`config.mk`:
```
export PLATFORM = sky130hd
export DESIGN_NAME = scale_degree_note_remapper
export DESIGN_NICKNAME = d
export VERILOG_FILES = /design/src/rtl/core/sdnr_pkg.sv /design/src/rtl/core/sdnr_cell.sv /design/src/rtl/core/sdnr_rebuild.sv /design/src/rtl/core/scale_degree_note_remapper.sv
export SDC_FILE = /design/constraint.sdc
export NUM_CORES = 1
export LEC_CHECK = 0
export ABC_CLOCK_PERIOD_IN_PS = 6550
export BUFFER_PORTS_ARGS = -buffer_cell sky130_fd_sc_hd__buf_2
export CELL_PAD_IN_SITES_DETAIL_PLACEMENT = 1
export CELL_PAD_IN_SITES_GLOBAL_PLACEMENT = 1
export CORE_MARGIN = 2
export CORE_UTILIZATION = 35
export CTS_CLUSTER_DIAMETER = 100
export CTS_CLUSTER_SIZE = 16
export DETAILED_ROUTE_END_ITERATION = 6
export GPL_TIMING_DRIVEN = 0
export PLACE_DENSITY = 0.67
export SYNTH_ARGS = -nofsm -noshare
export SYNTH_HDL_FRONTEND = slang
export SYNTH_SLANG_ARGS = --single-unit
```
`constraint.sdc`:
```
create_clock -name clk_i -period 6.55 [get_ports clk_i]
set_input_delay 0.3275 -clock clk_i [delete_from_list [all_inputs] [get_ports clk_i]]
set_output_delay 0.3275 -clock clk_i [all_outputs]
set_load 0.01 [all_outputs]
```
`src/rtl/core/sdnr_pkg.sv`:
```
// Shared types, constants and pitch-class helpers for the scale degree note remapper.
// No dependencies; imported by sdnr_cell, sdnr_rebuild and scale_degree_note_remapper.
package sdnr_pkg;

  // Fixed field widths
  localparam int unsigned PITCH_W   = 7;
  localparam int unsigned CLASS_W   = 4;
  localparam int unsigned CLASSES_W = 48;
  localparam int unsigned CFG_IDX_W = 3;

  // Default number of degree cells
  localparam int unsigned MAX_DEGREES_DEF = 12;

  // Pitch classes per octave and the centred-distance bounds
  localparam int unsigned OCTAVE   = 12;
  localparam int unsigned DIST_MAX = 6;
  // Marker above any real distance, loaded before the first cell
  localparam logic [2:0]  DIST_NONE = 3'd7;

  // Register reset values (C major, key of C, seven degrees)
  localparam logic [CLASS_W-1:0]   KEY_RST     = 4'd0;
  localparam logic [CLASSES_W-1:0] CLASSES_RST = 48'h0000_0B97_5420;
  localparam logic [CLASS_W-1:0]   SIZE_RST    = 4'd7;

  // Configuration register indexes
  typedef enum logic [CFG_IDX_W-1:0] {
    CFG_SOURCE_KEY     = 3'd0,
    CFG_SOURCE_CLASSES = 3'd1,
    CFG_SOURCE_SIZE    = 3'd2,
    CFG_TARGET_KEY     = 3'd3,
    CFG_TARGET_CLASSES = 3'd4,
    CFG_TARGET_SIZE    = 3'd5
  } cfg_idx_e;

  // Token carried along the row of degree cells
  typedef struct packed {
    logic                 valid;
    logic [CLASS_W-1:0]   pc;       // pitch class of the note
    logic signed [8:0]    root;     // source root at or below the note
    logic [CLASS_W-1:0]   idx;      // best degree so far
    logic signed [3:0]    alt;      // alteration of the best degree
    logic [2:0]           distance; // distance of the best degree
  } sdnr_token_t;

  // Reduce a nibble modulo 12
  function automatic logic [CLASS_W-1:0] red12(logic [CLASS_W-1:0] v);
    return (v >= 4'(OCTAVE)) ? v - 4'(OCTAVE) : v;
  endfunction

  // Centred difference to - from, wrapped into -6..6
  function automatic logic signed [4:0] centre_delta(logic [CLASS_W-1:0] from_pc,
                                                     logic [CLASS_W-1:0] to_pc);
    logic signed [4:0] d;
    d = $signed({1'b0, to_pc}) - $signed({1'b0, from_pc});
    if (d > $signed(5'(DIST_MAX))) begin
      d = d - $signed(5'(OCTAVE));
    end else if (d < -$signed(5'(DIST_MAX))) begin
      d = d + $signed(5'(OCTAVE));
    end
    return d;
  endfunction

  // Non-negative residue of a difference of two pitch classes
  function automatic logic [CLASS_W-1:0] up_mod12(logic [CLASS_W-1:0] a,
                                                  logic [CLASS_W-1:0] b);
    logic signed [4:0] d;
    d = $signed({1'b0, a}) - $signed({1'b0, b});
    if (d < 5'sd0) begin
      d = d + $signed(5'(OCTAVE));
    end
    return d[CLASS_W-1:0];
  endfunction

endpackage

```
`src/rtl/core/sdnr_cell.sv`:
```
// One degree cell: compares the note with a single source degree and keeps the nearer one.
// Depends on sdnr_pkg.
module sdnr_cell
  import sdnr_pkg::*;
#(
  parameter int unsigned DegreeIdx = 0
) (
  input  logic               clk_i,
  input  logic               rst_ni,
  input  logic [CLASS_W-1:0] degree_class_i,
  input  logic               degree_used_i,
  input  sdnr_token_t        token_i,
  output sdnr_token_t        token_o
);

  logic signed [4:0] delta;
  logic [2:0]        distance;
  logic              better;
  sdnr_token_t       token_d;
  sdnr_token_t       token_q;

  // Distance of the note from this degree; lower index wins ties
  always_comb begin
    delta    = centre_delta(degree_class_i, token_i.pc);
    distance = (delta < 5'sd0) ? 3'(-delta) : delta[2:0];
    better   = degree_used_i && (distance < token_i.distance);
  end

  // Take over the best degree when this one is nearer
  always_comb begin
    token_d = token_i;
    if (better) begin
      token_d.idx      = CLASS_W'(DegreeIdx);
      token_d.alt      = delta[3:0];
      token_d.distance = distance;
    end
  end

  // Clear the token under reset, advance it every cycle
  always_ff @(posedge clk_i or negedge rst_ni) begin
    if (!rst_ni) begin
      token_q <= '0;
    end else begin
      token_q <= token_d;
    end
  end

  assign token_o = token_q;

endmodule

```
`src/rtl/core/sdnr_rebuild.sv`:
```
// Final stage: clamps the degree to the target scale, rebuilds and saturates the note.
// Depends on sdnr_pkg.
module sdnr_rebuild
  import sdnr_pkg::*;
#(
  parameter int unsigned MaxDegrees = MAX_DEGREES_DEF
) (
  input  logic                 clk_i,
  input  logic                 rst_ni,
  input  sdnr_token_t          token_i,
  input  logic [CLASS_W-1:0]   source_key_i,
  input  logic [CLASS_W-1:0]   target_key_i,
  input  logic [CLASS_W-1:0]   target_class_i [MaxDegrees],
  input  logic [CLASS_W-1:0]   target_size_i,
  output logic                 result_valid_o,
  output logic [CLASS_W-1:0]   degree_index_o,
  output logic signed [3:0]    alteration_o,
  output logic                 is_accidental_o,
  output logic [PITCH_W-1:0]   mapped_pitch_o,
  output logic                 saturated_o
);

  logic [CLASS_W-1:0] tidx;
  logic [CLASS_W-1:0] tclass;
  logic signed [4:0]  shift;
  logic [CLASS_W-1:0] interval;
  logic signed [8:0]  sum;
  logic [PITCH_W-1:0] pitch_d;
  logic               sat_d;

  logic               valid_q;
  logic [CLASS_W-1:0] idx_q;
  logic signed [3:0]  alt_q;
  logic [PITCH_W-1:0] pitch_q;
  logic               sat_q;

  // Clamp the degree and pick the target class
  always_comb begin
    tidx   = (token_i.idx < target_size_i) ? token_i.idx : target_size_i - 4'd1;
    tclass = '0;
    for (int j = 0; j < MaxDegrees; j++) begin
      if (tidx == CLASS_W'(j)) begin
        tclass = target_class_i[j];
      end
    end
  end

  // Rebuild the note and saturate into the MIDI range
  always_comb begin
    shift    = centre_delta(source_key_i, target_key_i);
    interval = up_mod12(tclass, target_key_i);
    sum      = token_i.root + 9'(shift) + $signed({5'b0, interval}) + 9'(token_i.alt);
    if (sum < 9'sd0) begin
      pitch_d = '0;
      sat_d   = 1'b1;
    end else if (sum > 9'sd127) begin
      pitch_d = '1;
      sat_d   = 1'b1;
    end else begin
      pitch_d = sum[PITCH_W-1:0];
      sat_d   = 1'b0;
    end
  end

  // Strobe for one cycle per note
  always_ff @(posedge clk_i or negedge rst_ni) begin
    if (!rst_ni) begin
      valid_q <= 1'b0;
    end else begin
      valid_q <= token_i.valid;
    end
  end

  // Register the result fields
  always_ff @(posedge clk_i) begin
    idx_q   <= token_i.idx;
    alt_q   <= token_i.alt;
    pitch_q <= pitch_d;
    sat_q   <= sat_d;
  end

  assign result_valid_o  = valid_q;
  assign degree_index_o  = idx_q;
  assign alteration_o    = alt_q;
  assign is_accidental_o = (alt_q != 4'sd0);
  assign mapped_pitch_o  = pitch_q;
  assign saturated_o     = sat_q;

endmodule

```
`src/rtl/core/scale_degree_note_remapper.sv`:
```
// Top level of the scale degree note remapper: config registers, entry stage, cell row, rebuild stage.
// Depends on sdnr_pkg, sdnr_cell and sdnr_rebuild.
//
//   channel   | direction | handshake                 | payload
//   ----------+-----------+---------------------------+------------------------------------
//   note      | in        | start, busy               | note_pitch_i
//   result    | out       | result_valid_o (strobe)   | degree_index_o, alteration_o,
//             |           |                           | is_accidental_o, mapped_pitch_o,
//             |           |                           | saturated_o
//   config    | in        | cfg_valid_i, cfg_ready_o  | cfg_index_i, cfg_data_i
//
// One note is taken every cycle; busy stays low. Each note passes one entry stage, one cell
// per degree slot and one rebuild stage on its way to the result.
// The length of the cell row sets the latency; throughput is one note per cycle.
// Reset clears the pipeline valid flags and loads C major in the key of C for both scales.
// The receiver cannot stall, so results leave on their strobe cycle.
module scale_degree_note_remapper
  import sdnr_pkg::*;
#(
  parameter int unsigned MaxDegrees = MAX_DEGREES_DEF
) (
  input  logic                   clk_i,
  input  logic                   rst_ni,
  input  logic                   start,
  output logic                   busy,
  input  logic [PITCH_W-1:0]     note_pitch_i,
  output logic                   result_valid_o,
  output logic [CLASS_W-1:0]     degree_index_o,
  output logic signed [3:0]      alteration_o,
  output logic                   is_accidental_o,
  output logic [PITCH_W-1:0]     mapped_pitch_o,
  output logic                   saturated_o,
  input  logic                   cfg_valid_i,
  output logic                   cfg_ready_o,
  input  logic [CFG_IDX_W-1:0]   cfg_index_i,
  input  logic [CLASSES_W-1:0]   cfg_data_i
);

  logic [CLASS_W-1:0]   source_key_q;
  logic [CLASSES_W-1:0] source_classes_q;
  logic [CLASS_W-1:0]   source_size_q;
  logic [CLASS_W-1:0]   target_key_q;
  logic [CLASSES_W-1:0] target_classes_q;
  logic [CLASS_W-1:0]   target_size_q;

  logic [CLASS_W-1:0]   skey;
  logic [CLASS_W-1:0]   tkey;
  logic [CLASS_W-1:0]   ssize;
  logic [CLASS_W-1:0]   tsize;
  logic [CLASS_W-1:0]   src_class [MaxDegrees];
  logic [CLASS_W-1:0]   tgt_class [MaxDegrees];
  logic                 src_used  [MaxDegrees];

  logic                 accept;
  logic [14:0]          quot_prod;
  logic [CLASS_W-1:0]   quot;
  logic [PITCH_W-1:0]   note_pc;
  logic [CLASS_W-1:0]   below_root;
  sdnr_token_t          entry_d;
  sdnr_token_t          entry_q;
  sdnr_token_t          chain [MaxDegrees+1];

  assign cfg_ready_o = 1'b1;
  assign busy        = 1'b0;
  assign accept      = start && !busy;

  // Write the addressed configuration register on each config transaction; indexes 6 and 7 write nothing
  always_ff @(posedge clk_i or negedge rst_ni) begin
    if (!rst_ni) begin
      source_key_q     <= KEY_RST;
      source_classes_q <= CLASSES_RST;
      source_size_q    <= SIZE_RST;
      target_key_q     <= KEY_RST;
      target_classes_q <= CLASSES_RST;
      target_size_q    <= SIZE_RST;
    end else if (cfg_valid_i && cfg_ready_o) begin
      unique case (cfg_idx_e'(cfg_index_i))
        CFG_SOURCE_KEY:     source_key_q     <= cfg_data_i[CLASS_W-1:0];
        CFG_SOURCE_CLASSES: source_classes_q <= cfg_data_i;
        CFG_SOURCE_SIZE:    source_size_q    <= cfg_data_i[CLASS_W-1:0];
        CFG_TARGET_KEY:     target_key_q     <= cfg_data_i[CLASS_W-1:0];
        CFG_TARGET_CLASSES: target_classes_q <= cfg_data_i;
        CFG_TARGET_SIZE:    target_size_q    <= cfg_data_i[CLASS_W-1:0];
        default: ;
      endcase
    end
  end

  // Reduce keys, limit sizes; an empty target scale uses its first degree
  always_comb begin
    skey  = red12(source_key_q);
    tkey  = red12(target_key_q);
    ssize = (source_size_q > CLASS_W'(MaxDegrees)) ? CLASS_W'(MaxDegrees) : source_size_q;
    tsize = (target_size_q > CLASS_W'(MaxDegrees)) ? CLASS_W'(MaxDegrees) : target_size_q;
    if (tsize == '0) begin
      tsize = 4'd1;
    end
  end

  // Unpack per-degree classes, reduced modulo 12
  for (genvar g = 0; g < MaxDegrees; g++) begin : g_unpack
    assign src_class[g] = red12(source_classes_q[CLASS_W*g +: CLASS_W]);
    assign tgt_class[g] = red12(target_classes_q[CLASS_W*g +: CLASS_W]);
    assign src_used[g]  = (CLASS_W'(g) < ssize);
  end

  // Entry stage: pitch class by reciprocal multiply, source root at or below the note
  always_comb begin
    quot_prod  = 15'(note_pitch_i) * 15'd171;
    quot       = quot_prod[14:11];
    note_pc    = note_pitch_i - (7'(quot) * 7'd12);
    below_root = up_mod12(note_pc[CLASS_W-1:0], skey);
    entry_d.valid    = accept;
    entry_d.pc       = note_pc[CLASS_W-1:0];
    entry_d.root     = $signed({2'b00, note_pitch_i}) - $signed({5'b0, below_root});
    entry_d.idx      = '0;
    entry_d.alt      = '0;
    entry_d.distance = DIST_NONE;
  end

  // Clear the entry token under reset, advance it every cycle
  always_ff @(posedge clk_i or negedge rst_ni) begin
    if (!rst_ni) begin
      entry_q <= '0;
    end else begin
      entry_q <= entry_d;
    end
  end

  assign chain[0] = entry_q;

  // Row of degree cells, one per degree slot; slots beyond the source size pass the token on
  for (genvar c = 0; c < MaxDegrees; c++) begin : g_cell
    sdnr_cell #(
      .DegreeIdx (c)
    ) u_cell (
      .clk_i          (clk_i),
      .rst_ni         (rst_ni),
      .degree_class_i (src_class[c]),
      .degree_used_i  (src_used[c]),
      .token_i        (chain[c]),
      .token_o        (chain[c+1])
    );
  end

  // Rebuild the note in the target key
  sdnr_rebuild #(
    .MaxDegrees (MaxDegrees)
  ) u_rebuild (
    .clk_i           (clk_i),
    .rst_ni          (rst_ni),
    .token_i         (chain[MaxDegrees]),
    .source_key_i    (skey),
    .target_key_i    (tkey),
    .target_class_i  (tgt_class),
    .target_size_i   (tsize),
    .result_valid_o  (result_valid_o),
    .degree_index_o  (degree_index_o),
    .alteration_o    (alteration_o),
    .is_accidental_o (is_accidental_o),
    .mapped_pitch_o  (mapped_pitch_o),
    .saturated_o     (saturated_o)
  );

endmodule
```
Word level (Yosys, flattened, before mapping)
Cells that the tools add are included.

operators by class
  magnitude comparators = 95
  bitwise operators = 0
  divide/modulo/power cells = 0
  shift operators = 0
  equal/unequal tests = 16
  reductions and logical operators = 22
  $mul = 2
  multiplexer cells = 96
  $add $sub $neg = 87

operators by type and width
  kind                                                            number
  2-to-1 mux 4 bit                                                44
  2-to-1 mux 5 bit                                                26
  greater-or-equal comparator 4 bit (second input constant)       26
  subtractor 4 bit (second input constant)                        26
  subtractor 4 x 4 -> 5 bit                                       15
  < comparator 5 x 1 -> 1 bit (second input constant)             14
  adder 5 bit (second input constant)                             13
  greater-than comparator 5 x 4 -> 1 bit (second input constant)  13
  < comparator 5 x 4 -> 1 bit (second input constant)             13
  subtractor 5 bit (second input constant)                        13
  2-to-1 mux 11 bit                                               4
  2-to-1 mux 10 bit                                               4
  < comparator 3 bit                                              12
  2-to-1 mux 3 bit                                                12
  negation 3 bit                                                  12
  2-to-1 mux 9 bit                                                2
  == test 4 x 3 -> 1 bit (second input constant)                  4
  == test 4 bit (second input constant)                           4
  < comparator 3 x 4 -> 1 bit (first input constant)              4
  < comparator 4 bit (first input constant)                       4
  multiplier 7 x 8 -> 15 bit (second input constant)              1
  2-to-1 mux 7 bit                                                2
  logical AND 1 bit                                               12
  AND reduction 2 bit                                             6
  other kinds (24)                                                32

word-level totals
  memories = 0
  logic and storage cells = 402
  input bits = 62
  ROM bits = 0
  latch bits = 0
  RAM bits = 0
  output and inout bits = 20
  bits in registers = 409

Longest topological paths before layout
  depth in word-level cells = 26
  mapped depth = 31
  gate-level depth less buffers = 31

Hierarchy
From an unflattened synthesis, not the netlist that was laid out.

unflattened totals
  cell total of the unflattened synthesis = 2133
  area total of the unflattened synthesis = 24526.0 um^2

by module, submodules not included
  module                      sequential area each (um^2)  area each (um^2)  cells each  instances
  sdnr_cell                   625.6                        1301.2            110         12
  scale_degree_note_remapper  3190.6                       6294.8            478         1
  sdnr_rebuild                345.3                        2616.3            335         1

Worst setup path after synthesis
Ideal clock, no wire load.

  path type = reg2reg
  from = register target_size_q[2]
  to = register u_rebuild.pitch_q[3], in the netlist u_rebuild.mapped_pitch_o[3]
  data required time = 6.409 ns
  arrival time = 6.385 ns
  slack = 0.024 ns
  path buffers = 1
  library setup time = 0.141 ns
  stages on the path, launching flop included = 26
  cell sequence = dfstp_2 inv_1 o21ai_0 ha_1 o211ai_1 nand2_2 mux2i_2 mux2_2 nand2_1 a21boi_1 or4_1 fa_1 clkbuf_1 a211oi_1 a31oi_1 o22a_1 fa_1 fa_1 inv_1 fa_1 a21o_1 a21oi_1 o21bai_1 a21oi_1 xor2_1 a21oi_1

on the way
  cells in the longest elaborated chain, start to end = 26

ends and longest elaborated chain
  item                                                                        line                              source
  from (decl)                                                                 scale_degree_note_remapper.sv:44  logic [CLASS_W-1:0] target_size_q;
  from (signal assigned)                                                      scale_degree_note_remapper.sv:83  CFG_TARGET_SIZE: target_size_q <= cfg_data_i[CLASS_W-1:0];
  greater-than comparator 4 bit                                               scale_degree_note_remapper.sv:94  tsize = (target_size_q > CLASS_W'(MaxDegrees)) ? CLASS_W'(MaxDegrees) : target_size_q;
  2-to-1 mux 4 bit *                                                          scale_degree_note_remapper.sv:94
  logical NOT 4 bit                                                           scale_degree_note_remapper.sv:95  if (tsize == '0) begin
  2-to-1 mux 4 bit *                                                          scale_degree_note_remapper.sv:95
  subtractor 4 x 1 -> 4 bit / < comparator 4 bit (equally long branches)      sdnr_rebuild.sv:39                tidx = (token_i.idx < target_size_i) ? token_i.idx : target_size_i - 4'd1;
  2-to-1 mux 4 bit *                                                          sdnr_rebuild.sv:39
  logical NOT 4 bit                                                           sdnr_rebuild.sv:42                if (tidx == CLASS_W'(j)) begin
  2-to-1 mux 4 bit (11 in series)                                             sdnr_rebuild.sv:42
  2-to-1 mux 4 bit *                                                          sdnr_rebuild.sv:42
  subtractor 4 x 4 -> 5 bit *                                                 sdnr_pkg.sv:67                    d = $signed({1'b0, a}) - $signed({1'b0, b});
  adder 4 x 3 -> 4 bit / < comparator 5 x 1 -> 1 bit (equally long branches)  sdnr_pkg.sv:69, sdnr_pkg.sv:68
  2-to-1 mux 4 bit *                                                          sdnr_pkg.sv:68                    if (d < 5'sd0) begin
  adder 9 x 5 -> 9 bit *                                                      sdnr_rebuild.sv:52                sum = token_i.root + 9'(shift) + $signed({5'b0, interval}) + 9'(token_i.alt);
  adder 9 x 4 -> 9 bit *                                                      sdnr_rebuild.sv:52
  greater-than comparator 9 x 8 -> 1 bit                                      sdnr_rebuild.sv:56                end else if (sum > 9'sd127) begin
  2-to-1 mux 7 bit                                                            sdnr_rebuild.sv:56
  to (signal assigned)                                                        sdnr_rebuild.sv:78                pitch_q <= pitch_d;
  to (decl)                                                                   sdnr_rebuild.sv:34                logic [PITCH_W-1:0] pitch_q;

Mark *: on every way between the ends. The rest lies on a longest branch, timed or not.
A chain may end at the register's enable or synchronous reset.

Final worst setup path
  from = register target_size_q[2]
  to = register u_rebuild.sat_q, in the netlist u_rebuild.saturated_o

on the way
  cells in the longest elaborated chain, start to end = 26

ends and longest elaborated chain
  item                                                                        line                              source
  greater-than comparator 4 bit                                               scale_degree_note_remapper.sv:94
  2-to-1 mux 4 bit *                                                          scale_degree_note_remapper.sv:94
  logical NOT 4 bit                                                           scale_degree_note_remapper.sv:95
  2-to-1 mux 4 bit *                                                          scale_degree_note_remapper.sv:95
  subtractor 4 x 1 -> 4 bit / < comparator 4 bit (equally long branches)      sdnr_rebuild.sv:39
  2-to-1 mux 4 bit *                                                          sdnr_rebuild.sv:39
  logical NOT 4 bit                                                           sdnr_rebuild.sv:42
  2-to-1 mux 4 bit (11 in series)                                             sdnr_rebuild.sv:42
  2-to-1 mux 4 bit *                                                          sdnr_rebuild.sv:42
  subtractor 4 x 4 -> 5 bit *                                                 sdnr_pkg.sv:67
  adder 4 x 3 -> 4 bit / < comparator 5 x 1 -> 1 bit (equally long branches)  sdnr_pkg.sv:69, sdnr_pkg.sv:68
  2-to-1 mux 4 bit *                                                          sdnr_pkg.sv:68
  adder 9 x 5 -> 9 bit *                                                      sdnr_rebuild.sv:52
  adder 9 x 4 -> 9 bit *                                                      sdnr_rebuild.sv:52
  greater-than comparator 9 x 8 -> 1 bit                                      sdnr_rebuild.sv:56
  2-to-1 mux 1 bit                                                            sdnr_rebuild.sv:56
  to (signal assigned)                                                        sdnr_rebuild.sv:79                sat_q <= sat_d;
  to (decl)                                                                   sdnr_rebuild.sv:35                logic sat_q;

Marks and branches as above.

==> impl_results.md <==
* Worst Setup Start Kind: flip-flop
* R2r startpoint: target_size_q[2]$_DFFE_PN1P_
* Global placer's final weighted congestion at 0.8487
* TritonCTS clock tree: done
* Period utilisation layout at slightly below 100%
* R2R depth at 27
* Hold_ws at 0.03087 ns
* R2R setup slack at 0.09 ns
* First-pass GRT wire length at about 84 mm
* Final setup fails at 0
* Clk_skew at ~0.015 ns
* Critical Path End Type: flip-flop
* Vias/cell at 5.074
* IO buf count at 79
* Gr ovfl total at 0
* Clock root buffer: clkbuf_16
* Main flop type after synthesis: dfrtp_1
* Unrepaired setup endpoints after global routing: true
* Hold wc startpoint: cfg_data_i[39]
* Ys Warns at 0
* Vias at 14,280
* Relative slew margins at 24.87%
* Multi-input logic area at 10,180 sq um
* Data required time at the worst endpoint at roughly 7 ns
* # Max-Cap Violations at 0
* Yosys cell types at 88
* Sequential cell area at 10,190 sq um
* Vias in the first global route at between 15,000 and 20,000
* Die width at 249.0 um
* Cell area after layout at about 24,000 sq um
* Antenna violations before repair at 4
* #FFs+latches synth at a little over 400
* Fin crit period at 6.462 ns
* Wire per inst at ~18 um
* Clock slew at reported path FFs at approximately 0.080 ns
* Die Area at 61,980 sq um
* # nets final at 2,296
* Drc violations at 0
* Die H at 249.0 um
* WHS Path Cells at 2
* Largest net degree at the start of global routing at 129
* Fraction of layout cells with a size suffix above 1 at about a fifth
* Core area at 59,130 sq um
* Cells after Synth at 1,873
* Fin. max-slew vios at 0
* Setup TNS at 0 ns
* Number of clock sinks at 409
* Longest Clk Path Bufs at 3
* WS Path Type: reg2reg
* Post-DP HPWL at around 39 mm
* Clock Latency Late Sink at 0.58 ns
* Final WL at a little over 50 mm
* First-pass iteration count of the detailed router at 4
* Ys async rst share at 96.09%
* Post-Syn Area at approximately 21,000 sq um
* Final hold violation count at 0
* Fmax at ~150 MHz
* Post-synthesis sequential area ratio at between 40% and 50%
* Core Util, Final at roughly two fifths
* # H-tree levels at 1
* GR Util All Layers at between 10% and 20%
* I/O pin count at 82
* Number of fill cells at 6,449
* Status: complete, no violations
* Rows at 89
* CP max FO at 8
* CP arrival at 6.94 ns
* Starting density of the core at 35.51%
* Initial DRC Count at ~570
* Total CTS buffers at 29
* Hold Path End: target_classes_q[39]$_DFFE_PN0P_
* Worst Hold Class: in2reg
* Placed cell area at 22,460 sq um
* ANT nets after route at 0
* Worst r2r dst: u_rebuild.saturated_o$_SDFF_PN1_
* Post-synth EDFFs at 0
* Mapped Avg Cell Area at ~11 sq um
* Worst slew pin tran at 1.127 ns
* Synth-to-Final Area Change at 13.62%
kinds of logic after synthesis:
group | after synthesis | synth area share [%]
buf+inv | 235 | 4.349
other cells | 2 | 0.03576
fa+ha+maj | 217 | 14.25
flops | 409 | 48.53
compound gates | 381 | 11.99
xor+xnor | 54 | 2.925
mux | 135 | 7.185
simple gates | 440 | 10.73
state kept, by name (all words and copies together), names as in the netlist:
register and count:
u_rebuild.alteration_o 4, source_size_q 4, u_rebuild.mapped_pitch_o 7, chain 14, source_classes_q 48, target_key_q 4
u_rebuild.degree_index_o 4, target_size_q 4, target_classes_q 48, u_rebuild.result_valid_o 1, g_cell.u_cell.token_o 266, u_rebuild.saturated_o 1
source_key_q 4
layout by cell type, fill, tap and decap left out, types with 18 or more instances in the layout:
cell type	n
nor2b_1	18
nand2b_1	52
a21oi_1	62
buf_4	20
nor3_1	30
fa_1	35
ha_1	175
a21o_1	34
dfrtp_1	362
nand2_1	134
clkbuf_16	29
nor2_1	100
o21ai_0	104
clkbuf_1	43
mux2_2	119
a21boi_0	26
inv_1	192
dfstp_2	30
xnor2_1	27
buf_2	80
worst max-delay path, stage by stage, from the launching register on:
cell and delay, ns:
dfstp_2 0.56, inv_2 0.05, o21ai_2 0.16, ha_1 0.25, o211ai_1 0.22, nand2_2 0.20
mux2i_4 0.28, buf_6 0.14, mux2_2 0.32, nand2_1 0.08, a21boi_2 0.05, or4_4 0.55
fa_2 0.45, a211oi_4 0.22, a31oi_4 0.04, o22a_1 0.24, fa_1 0.49, fa_1 0.51
inv_1 0.06, ha_1 0.29, a21o_1 0.17, a21oi_2 0.16, o21bai_1 0.10, a21oi_2 0.20
o21ai_2 0.10, xnor2_2 0.13, buf_4 0.17, nand2b_1 0.15
synthesized netlist by cell type (all sizes together) (13+ instances only):
master | instances | area (sq um)
dfrtp | 363 | 9084
inv | 199 | 747.0
ha | 180 | 2252
nand2 | 138 | 525.5
mux2 | 120 | 1355
o21ai | 108 | 551.8
nor2 | 103 | 391.6
a21oi | 76 | 406.6
nand2b | 52 | 325.3
fa | 37 | 740.7
a21o | 34 | 255.2
nor3 | 31 | 160.1
dfstp | 30 | 788.3
xnor2 | 30 | 262.8
a21boi | 28 | 210.2
clkbuf | 22 | 82.58
a31oi | 18 | 112.6
and2 | 18 | 115.1
nor2b | 18 | 112.6
xor2 | 17 | 186.4
dfxtp | 16 | 320.3
o21a | 16 | 120.1
mux2i | 15 | 153.9
o31ai | 15 | 117.6
buf | 14 | 83.83
a311oi | 13 | 113.9
or3 | 13 | 81.33
how the worst max path moves through the flow:
stage	endpoint	startpoint	cells past startpoint	slack [ns]
final	u_rebuild.saturated_o$_SDFF_PN1_	target_size_q[2]$_DFFE_PN1P_	27	0.09
after floorplan	u_rebuild.mapped_pitch_o[3]$_SDFF_PN0_	target_size_q[2]$_DFFE_PN1P_	25	0.02
after detailed placement	u_rebuild.mapped_pitch_o[2]$_SDFF_PN0_	target_size_q[2]$_DFFE_PN1P_	26	-0.93
after global placement	chain[317]$_DFF_PN0_	rst_ni	1	-2.32
after CTS	u_rebuild.mapped_pitch_o[5]$_SDFF_PN0_	target_size_q[2]$_DFFE_PN1P_	27	0.001
after global routing	u_rebuild.saturated_o$_SDFF_PN1_	target_size_q[2]$_DFFE_PN1P_	29	-0.19
repair_timing:
item                       in CTS  in global routing
hold buffers                   13                  0
hold endpoints to repair       83                  0
setup buffers                  11                  8
gates resized for setup        20                 46
cloned                          0                  0
setup endpoints to repair       8                 11
pin swaps                       8                 29
layout make-up:
cell class / instances / share of cell area [%]
buffer: 34 / 0.7027
timing repair buffer: 114 / 3.235
inverter: 199 / 3.131
antenna: 2 / 0.02098
clock inverter: 2 / 0.07341
sequential: 409 / 42.72
tap: 773 / 4.053
clock buffer: 52 / 3.403
multi-input combinational: 1230 / 42.66
metrics by stage:
| step | cells | setup slack, ns |
|---|---|---|
| final | 2815 | 0.08782 |
| after global routing | 2814 | -0.1939 |
| after CTS | 2806 | 0.001478 |
| after detailed placement | 2729 | -0.9344 |
| after global placement | 2726 | -2.317 |
| after floorplan | 1874 | 0.02406 |
layer usage:
| layer | vias up | GRT usage (%) | share of wire (%) |
|---|---|---|---|
| met3 | 63 | 2.090 | 3.3 |
| met2 | 185 | 29.95 | 49 |
| li1 | 6711 | - | - |
| met5 | - | 0 | 0 |
| met4 | 0 | 3.948 | 2.1 |
| met1 | 7325 | 21.98 | 45 |
Power is left out: the tool's default activity adds up to more than one toggle a clock period on the data nets, which glitch-free logic cannot reach.
